`src/rtl/lcsmb_pkg.sv`:
```
package lcsmb_pkg;

    localparam int MAX_LEN    = 16;
    localparam int MAX_BUDGET = 15;

    localparam int IDX_W     = (MAX_LEN > 1) ? $clog2(MAX_LEN) : 1;
    localparam int CNT_W     = $clog2(MAX_LEN + 1);
    localparam int BUD_W     = (MAX_BUDGET > 0) ? $clog2(MAX_BUDGET + 1) : 1;
    localparam int SCORE_W   = CNT_W;
    localparam int ROW_AW    = IDX_W + BUD_W;
    localparam int ROW_DEPTH = 2 ** ROW_AW;

    localparam int SYM_W     = 8;
    localparam int OP_W      = 2;
    localparam int CFG_W     = 4;
    localparam int OUT_LEN_W = 5;

    localparam logic [OP_W-1:0] OP_APPEND_FIRST  = 2'd0;
    localparam logic [OP_W-1:0] OP_APPEND_SECOND = 2'd1;
    localparam logic [OP_W-1:0] OP_COMPUTE       = 2'd2;

    typedef logic [SCORE_W-1:0] score_t;

    typedef struct packed {
        logic   same;
        logic   has_budget;
        score_t up;
        score_t left;
        score_t diag;
        score_t diag_less;
    } cell_in_t;

    function automatic logic [OUT_LEN_W-1:0] sat_len(input score_t v);
        if (32'(v) > (2 ** OUT_LEN_W - 1)) begin
            return '1;
        end
        return OUT_LEN_W'(v);
    endfunction

endpackage

```
`src/rtl/lcs_with_mismatch_budget.sv`:
```
// LCS with a mismatch budget.
// Input channel s_*: s_tuser carries the operation (append to the first string,
// append to the second string, compute); s_tdata carries the symbol. Appends
// give no result; an append to a full string is dropped and sets the
// truncation flag. Operation 3 is taken and ignored.
// A compute item walks the table one cell at a time through one shared cell
// unit and a row memory (read step, then compute/write step); s_tready is
// low during that walk. With an empty string, compute skips the walk. The
// result (m_tdata: match length, m_tuser: truncated) sits in an output
// register; appends are taken while it waits for m_tready, a new compute
// finishes its walk and then holds until the register is free.
// Compute clears both strings and the truncation flag.
// cfg_wr_en/cfg_wr_data write the budget at any edge; use it only when idle.
// Reset (aresetn low, synchronous) empties both strings, clears the flag,
// sets the budget to 0 and drops any pending result.
module lcs_with_mismatch_budget (
    input  logic                           aclk,
    input  logic                           aresetn,
    input  logic                           cfg_wr_en,
    input  logic [lcsmb_pkg::CFG_W-1:0]    cfg_wr_data,
    input  logic                           s_tvalid,
    output logic                           s_tready,
    input  logic [7:0]                     s_tdata,   // [7:0] symbol
    input  logic [1:0]                     s_tuser,   // [1:0] operation
    output logic                           m_tvalid,
    input  logic                           m_tready,
    output logic [7:0]                     m_tdata,   // [4:0] match_length, [7:5] zero
    output logic [0:0]                     m_tuser    // [0] truncated
);

    typedef enum logic [3:0] {
        ST_IDLE = 4'b0001,
        ST_READ = 4'b0010,
        ST_CALC = 4'b0100,
        ST_DONE = 4'b1000
    } state_t;

    localparam int IDX_W = lcsmb_pkg::IDX_W;
    localparam int CNT_W = lcsmb_pkg::CNT_W;
    localparam int BUD_W = lcsmb_pkg::BUD_W;

    state_t state_reg, state_next;

    logic [lcsmb_pkg::CFG_W-1:0]     budget_reg;
    logic [CNT_W-1:0]                len_a_reg, len_b_reg;
    logic                            ovf_reg;
    logic [lcsmb_pkg::SYM_W-1:0]     str_a_reg [lcsmb_pkg::MAX_LEN];
    logic [lcsmb_pkg::SYM_W-1:0]     str_b_reg [lcsmb_pkg::MAX_LEN];

    logic [CNT_W-1:0]                n_a_reg, n_b_reg;
    logic                            trunc_reg;
    logic [BUD_W-1:0]                bud_eff_reg;
    logic [IDX_W-1:0]                i_reg, j_reg;
    logic [BUD_W-1:0]                k_reg;

    lcsmb_pkg::score_t               row_mem [lcsmb_pkg::ROW_DEPTH];
    lcsmb_pkg::score_t               rd_reg;
    lcsmb_pkg::score_t               old_line_reg [lcsmb_pkg::MAX_BUDGET + 1];
    lcsmb_pkg::score_t               new_line_reg [lcsmb_pkg::MAX_BUDGET + 1];
    lcsmb_pkg::score_t               diag_reg;
    lcsmb_pkg::score_t               ans_reg;

    logic                              m_valid_reg;
    logic [lcsmb_pkg::OUT_LEN_W-1:0]   m_len_reg;
    logic                              m_trunc_reg;

    logic                        in_fire, out_fire, load_out;
    logic                        is_compute, empty_in;
    logic                        last_i, last_j, last_k, ans_cell;
    logic [lcsmb_pkg::ROW_AW-1:0] row_addr;
    lcsmb_pkg::score_t           old_val;
    lcsmb_pkg::score_t           cell_score;
    lcsmb_pkg::cell_in_t         cell_in;
    logic [BUD_W-1:0]            bud_clamped;

    assign s_tready   = (state_reg == ST_IDLE);
    assign in_fire    = s_tvalid && s_tready;
    assign out_fire   = m_valid_reg && m_tready;
    assign load_out   = (state_reg == ST_DONE) && (!m_valid_reg || m_tready);
    assign is_compute = (s_tuser == lcsmb_pkg::OP_COMPUTE);
    assign empty_in   = (len_a_reg == '0) || (len_b_reg == '0);

    assign last_i   = (CNT_W'(i_reg) + CNT_W'(1)) == n_a_reg;
    assign last_j   = (CNT_W'(j_reg) + CNT_W'(1)) == n_b_reg;
    assign last_k   = (k_reg == BUD_W'(lcsmb_pkg::MAX_BUDGET));
    assign ans_cell = last_i && last_j && (k_reg == bud_eff_reg);
    assign row_addr = {j_reg, k_reg};
    assign old_val  = (i_reg == '0) ? '0 : rd_reg;

    assign bud_clamped = (32'(budget_reg) > lcsmb_pkg::MAX_BUDGET) ?
                         BUD_W'(lcsmb_pkg::MAX_BUDGET) : BUD_W'(budget_reg);

    always_comb begin
        cell_in.same       = (str_a_reg[i_reg] == str_b_reg[j_reg]);
        cell_in.has_budget = (k_reg != '0);
        cell_in.up         = old_val;
        cell_in.left       = new_line_reg[0];
        cell_in.diag       = old_line_reg[0];
        cell_in.diag_less  = diag_reg;
    end

    lcsmb_cell u_cell (
        .cell_in (cell_in),
        .score   (cell_score)
    );

    always_comb begin
        state_next = state_reg;
        case (state_reg)
            ST_IDLE: begin
                if (in_fire && is_compute) begin
                    state_next = empty_in ? ST_DONE : ST_READ;
                end
            end
            ST_READ: begin
                state_next = ST_CALC;
            end
            ST_CALC: begin
                state_next = ans_cell ? ST_DONE : ST_READ;
            end
            ST_DONE: begin
                if (load_out) begin
                    state_next = ST_IDLE;
                end
            end
            default: begin
                state_next = ST_IDLE;
            end
        endcase
    end

    always_ff @(posedge aclk) begin
        if (!aresetn) begin
            state_reg   <= ST_IDLE;
            budget_reg  <= '0;
            len_a_reg   <= '0;
            len_b_reg   <= '0;
            ovf_reg     <= 1'b0;
            m_valid_reg <= 1'b0;
        end else begin
            state_reg <= state_next;
            if (cfg_wr_en) begin
                budget_reg <= cfg_wr_data;
            end
            if (in_fire) begin
                case (s_tuser)
                    lcsmb_pkg::OP_APPEND_FIRST: begin
                        if (32'(len_a_reg) < lcsmb_pkg::MAX_LEN) begin
                            len_a_reg <= len_a_reg + CNT_W'(1);
                        end else begin
                            ovf_reg <= 1'b1;
                        end
                    end
                    lcsmb_pkg::OP_APPEND_SECOND: begin
                        if (32'(len_b_reg) < lcsmb_pkg::MAX_LEN) begin
                            len_b_reg <= len_b_reg + CNT_W'(1);
                        end else begin
                            ovf_reg <= 1'b1;
                        end
                    end
                    lcsmb_pkg::OP_COMPUTE: begin
                        len_a_reg <= '0;
                        len_b_reg <= '0;
                        ovf_reg   <= 1'b0;
                    end
                    default: begin
                    end
                endcase
            end
            if (load_out) begin
                m_valid_reg <= 1'b1;
            end else if (out_fire) begin
                m_valid_reg <= 1'b0;
            end
        end
    end

    always_ff @(posedge aclk) begin
        if (in_fire && (s_tuser == lcsmb_pkg::OP_APPEND_FIRST)
            && (32'(len_a_reg) < lcsmb_pkg::MAX_LEN)) begin
            str_a_reg[len_a_reg[IDX_W-1:0]] <= s_tdata;
        end
        if (in_fire && (s_tuser == lcsmb_pkg::OP_APPEND_SECOND)
            && (32'(len_b_reg) < lcsmb_pkg::MAX_LEN)) begin
            str_b_reg[len_b_reg[IDX_W-1:0]] <= s_tdata;
        end
    end

    // table walk: i rows, j columns, k budget levels
    always_ff @(posedge aclk) begin
        if (in_fire && is_compute) begin
            n_a_reg     <= len_a_reg;
            n_b_reg     <= len_b_reg;
            trunc_reg   <= ovf_reg;
            bud_eff_reg <= bud_clamped;
            i_reg       <= '0;
            j_reg       <= '0;
            k_reg       <= '0;
            ans_reg     <= '0;
            for (int n = 0; n <= lcsmb_pkg::MAX_BUDGET; n++) begin
                old_line_reg[n] <= '0;
                new_line_reg[n] <= '0;
            end
        end else if (state_reg == ST_CALC) begin
            diag_reg <= old_line_reg[0];
            if (ans_cell) begin
                ans_reg <= cell_score;
            end
            if (last_k) begin
                k_reg <= '0;
                if (last_j) begin
                    j_reg <= '0;
                    i_reg <= i_reg + IDX_W'(1);
                end else begin
                    j_reg <= j_reg + IDX_W'(1);
                end
            end else begin
                k_reg <= k_reg + BUD_W'(1);
            end
            if (last_k && last_j) begin
                for (int n = 0; n <= lcsmb_pkg::MAX_BUDGET; n++) begin
                    old_line_reg[n] <= '0;
                    new_line_reg[n] <= '0;
                end
            end else begin
                for (int n = 0; n < lcsmb_pkg::MAX_BUDGET; n++) begin
                    old_line_reg[n] <= old_line_reg[n+1];
                    new_line_reg[n] <= new_line_reg[n+1];
                end
                old_line_reg[lcsmb_pkg::MAX_BUDGET] <= old_val;
                new_line_reg[lcsmb_pkg::MAX_BUDGET] <= cell_score;
            end
        end
    end

    always_ff @(posedge aclk) begin
        if (state_reg == ST_READ) begin
            rd_reg <= row_mem[row_addr];
        end
        if (state_reg == ST_CALC) begin
            row_mem[row_addr] <= cell_score;
        end
    end

    always_ff @(posedge aclk) begin
        if (load_out) begin
            m_len_reg   <= lcsmb_pkg::sat_len(ans_reg);
            m_trunc_reg <= trunc_reg;
        end
    end

    assign m_tvalid   = m_valid_reg;
    assign m_tdata    = {{(8 - lcsmb_pkg::OUT_LEN_W){1'b0}}, m_len_reg};
    assign m_tuser[0] = m_trunc_reg;

    a_cells_in_range: assert property (@(posedge aclk) disable iff (!aresetn)
        (state_reg == ST_CALC) |->
            (32'(i_reg) < 32'(n_a_reg)) && (32'(j_reg) < 32'(n_b_reg)))
        else $error("table walk outside loaded strings");

    a_result_bounded: assert property (@(posedge aclk) disable iff (!aresetn)
        load_out |=> (32'(m_len_reg) <= 32'(n_a_reg)) && (32'(m_len_reg) <= 32'(n_b_reg)))
        else $error("match length exceeds a string length");

    a_compute_clears: assert property (@(posedge aclk) disable iff (!aresetn)
        (in_fire && is_compute) |=> (len_a_reg == '0) && (len_b_reg == '0) && !ovf_reg)
        else $error("compute did not clear the strings");

endmodule

```
`src/rtl/lcsmb_cell.sv`:
```
module lcsmb_cell (
    input  lcsmb_pkg::cell_in_t cell_in,
    output lcsmb_pkg::score_t   score
);

    lcsmb_pkg::score_t best;
    lcsmb_pkg::score_t spend;
    lcsmb_pkg::score_t hit;

    always_comb begin
        best  = (cell_in.up > cell_in.left) ? cell_in.up : cell_in.left;
        spend = lcsmb_pkg::score_t'(cell_in.diag_less + 1'b1);
        hit   = lcsmb_pkg::score_t'(cell_in.diag + 1'b1);
        if (cell_in.has_budget && (spend > best)) begin
            best = spend;
        end
        score = cell_in.same ? hit : best;
    end

endmodule
```
`config.mk`:
```
export PLATFORM = sky130hd
export DESIGN_NAME = lcs_with_mismatch_budget
export DESIGN_NICKNAME = d
export VERILOG_FILES = /design/src/rtl/lcsmb_pkg.sv /design/src/rtl/lcs_with_mismatch_budget.sv /design/src/rtl/lcsmb_cell.sv
export SDC_FILE = /design/constraint.sdc
export NUM_CORES = 2
export LEC_CHECK = 0
export ABC_AREA = 0
export BUFFER_PORTS_ARGS = -buffer_cell sky130_fd_sc_hd__buf_2
export CAP_MARGIN = 10
export CORE_UTILIZATION = 55
export CTS_CLUSTER_DIAMETER = 50
export DETAILED_ROUTE_END_ITERATION = 6
export PLACE_DENSITY = 0.74
export SLEW_MARGIN = 20
export SYNTH_ARGS = -nofsm -noshare
export SYNTH_HDL_FRONTEND = slang
export SYNTH_SLANG_ARGS = --single-unit
```
`constraint.sdc`:
```
create_clock -name aclk -period 10 [get_ports aclk]
set_clock_uncertainty 0.1 [all_clocks]
set_input_delay 1 -clock aclk [delete_from_list [all_inputs] [get_ports aclk]]
set_output_delay 1 -clock aclk [all_outputs]
set_load 0.005 [all_outputs]
```
==> impl_metrics.ini <==
[clock_tree]
cts_buffers = 172
cts_setup_buffers = 0
root_buffer = clkbuf_16
clk_latency_ns = 0.80
ctsHtreeMaxLevel = 4
clockBufferDepth = 3
cts_resized = 0
cts_tree = done
clock_sinks = 1772
clkTransAtPathRegs_ns = 0.06
cts-hold-fix-buffers = 0

[die]
dieWidth_um = 357
initial_core_util_pct = 55.4
rows = 130
ios = 30
die_y_um = 357
core_um2 = 125000
die_area_um2 = 128000

[detailed_routing]
ant_nets = 0
dr.pass1.iters = 6
first_iter_violations = 3732
avgRoutedWirePerCell_um = 27.9
routed_wl_um = 145000
routed_via_density = 6.21
drc = 0
vias = 32261

[place]
dpl.hpwl_um = 82100
placed_cells = 4879
gp_congestion = 0.873
io_buffers = 26

[cells_and_area]
final_util_pct = 61.4
fin_nets = 3452
instances_no_fill = 5197
drive_gt1_share_pct = 23.6
largest_reg_flops = 1280
areaGrowthSynthToFinish_pct = 11.0

[global_route]
grt_usage_pct = 23.2
grt_max_degree = 185
grt_pass1_wl_um = 216000
antenna_found_initial = 4
gr-total-overflow = 0
grt_pass1_vias = 32789

[yosys]
ys_seq_elements = 1772
syn_area_um2 = 69400
async_flop_share_pct = 0
ys_types = 61
yosys_warnings = 0
ys_seq_area_share_pct = 75.8
syn_inst = 3340
synth_edf_count = 1717
synth_ff_type = edfxtp_1
syn_area_per_cell_um2 = 20.8

[sta]
slew_violations = 0
period_share_pct = 62.7
tns_ns = 0
min_period_ns = 6.27
setup_viol = 0
rsz0062_at_grt = false
whs_ns = 0.328
hold_viol = 0
slew_headroom_pct = 31.0
timing.fmax_mhz = 160
tightest_slew_ns = 1.03

[critical_path]
critPathMaxFanout = 170
critPathRequiredTime_ns = 10.36
setup.worst_path.start_class = flip-flop
slowest_delay_ns = 0.77
critical_path_class = flip-flop to flip-flop
crit_arrival_ns = 6.63
slowest_stage = buf_4
cp_top_family = compound AO/OA/AOI/OAI gates
crit_buf_inv = 3
crit_chain = inv_1 -> ha_1 -> nand2_1 -> and2_1 -> ha_1 -> nor2b_1 -> o21a_1 -> o21a_1 -> nor3_1 -> o21ai_0 -> and2_1 -> ha_1 -> nor2b_1 -> o21a_1 -> o21a_1 -> o21ai_1 -> a211oi_1 -> a31oi_1 -> mux2i_1 -> inv_8 -> buf_4
r2r_cells = 21
end_kind = flip-flop
path_depth = 21
cpMostUsedCell = o21a_1

[job]
cap_violations = 0

[pwr]
p_leak_nw = 23.6
p_per_area_nw_per_um2 = 199
peakVddDrop_v = 0.000188

[status]
status = complete, no violations

[min_path]
hp-class = flip-flop to flip-flop
hold_path_depth = 0
## cells in the mapped netlist (3+ instances only)
| cell type | count | area share (%) |
|---|---|---|
| a211oi_1 | 6 | 0.065 |
| a21boi_0 | 5 | 0.054 |
| a21oi_1 | 13 | 0.094 |
| a221o_1 | 3 | 0.043 |
| a221oi_1 | 9 | 0.11 |
| a22oi_1 | 17 | 0.18 |
| a2bb2oi_1 | 4 | 0.050 |
| a31oi_1 | 7 | 0.063 |
| and2_1 | 171 | 1.5 |
| and3_1 | 7 | 0.063 |
| buf_1 | 34 | 0.18 |
| buf_2 | 36 | 0.26 |
| buf_4 | 4 | 0.043 |
| buf_6 | 5 | 0.081 |
| clkbuf_1 | 107 | 0.58 |
| dfxtp_1 | 55 | 1.6 |
| edfxtp_1 | 1717 | 74 |
| ha_1 | 30 | 0.54 |
| inv_1 | 27 | 0.15 |
| mux2i_1 | 45 | 0.65 |
| mux4_2 | 479 | 16 |
| nand2_1 | 58 | 0.31 |
| nand2b_1 | 7 | 0.063 |
| nand3_1 | 21 | 0.15 |
| nand4_1 | 5 | 0.045 |
| nor2_1 | 320 | 1.7 |
| nor2b_1 | 22 | 0.20 |
| nor3_1 | 11 | 0.079 |
| nor3b_1 | 6 | 0.065 |
| nor4b_1 | 4 | 0.050 |
| o211ai_1 | 3 | 0.032 |
| o21a_1 | 6 | 0.065 |
| o21ai_0 | 21 | 0.15 |
| o21ai_1 | 7 | 0.050 |
| or2_2 | 3 | 0.027 |
| or3_1 | 10 | 0.090 |
| xnor2_1 | 13 | 0.16 |
| xor2_1 | 13 | 0.16 |
## area by class of cell
class | instances | area (um^2)
well taps | 1650 | 2060
flip-flops and latches | 1772 | 52700
clock inverters | 110 | 1230
inverters | 27 | 139
multi-input cells | 1354 | 15900
clock buffers | 207 | 4540
repair buffers | 76 | 538
diodes | 1 | 2.50
fillers | 8270 | 48300
## cell families (layout without fill, tap and decap cells)
| group | after synthesis | after routing | share of synthesized area [%] |
|---|---|---|---|
| AO/OA/AOI/OAI | 114 | 114 | 1.14 |
| XOR/XNOR | 26 | 26 | 0.328 |
| adder cells (fa/ha/maj) | 30 | 30 | 0.541 |
| buffers and inverters | 216 | 420 | 1.36 |
| flip-flops | 1772 | 1772 | 75.8 |
| multiplexers | 525 | 525 | 16.2 |
| other | 1 | 4 | 0.00540 |
| AND/OR/NAND/NOR | 656 | 656 | 4.56 |
## placed cells by master (no fill, tap or decap), drive strengths merged, types with 30 or more instances in the layout
cell / Yosys / layout
buf: 82 / 76
mux2i: 45 / 45
edfxtp: 1717 / 1717
nand2: 58 / 58
clkbuf: 107 / 207
nor2: 321 / 321
clkinv: 0 / 74
inv: 27 / 36
dfxtp: 55 / 55
mux4: 480 / 480
and2: 171 / 171
ha: 30 / 30
## through the flow
stage | worst slack [ns] | instance area [um^2] | total power [mW]
after detailed placement | 3.67 | 71300 | 8.86
after global placement | 3.94 | 71300 | 8.85
after floorplan | 2.88 | 69400 | 8.70
after CTS | 3.60 | 77100 | 15.4
final | 3.73 | 77100 | 15.3
after global routing | 3.31 | 77100 | 15.7
## metal layers
metal,track usage [%],wire (um)
met1,31.7,56900
met2,37.3,72000
met3,5.16,11000
met4,8.41,4920
met5,0,23
## where the power goes
group,leakage (nW),internal [mW],switching (mW)
Clock,2.81,3.82,2.77
Sequential,16.3,8.17,0.0356
Combinational,4.49,0.196,0.303
## path summary, 6_finish.rpt
path,startpoint,to,slack [ns]
min reg2reg,trunc_reg$_DFFE_PP_,m_tuser$_DFFE_PP_,0.33
min,trunc_reg$_DFFE_PP_,m_tuser$_DFFE_PP_,0.33
max reg2reg,i_reg[0]$_SDFFE_PP0P_,row_mem[41][3]$_DFFE_PP_,3.73
max,i_reg[0]$_SDFFE_PP0P_,row_mem[41][3]$_DFFE_PP_,3.73
Power figures use the tool's default switching activity.
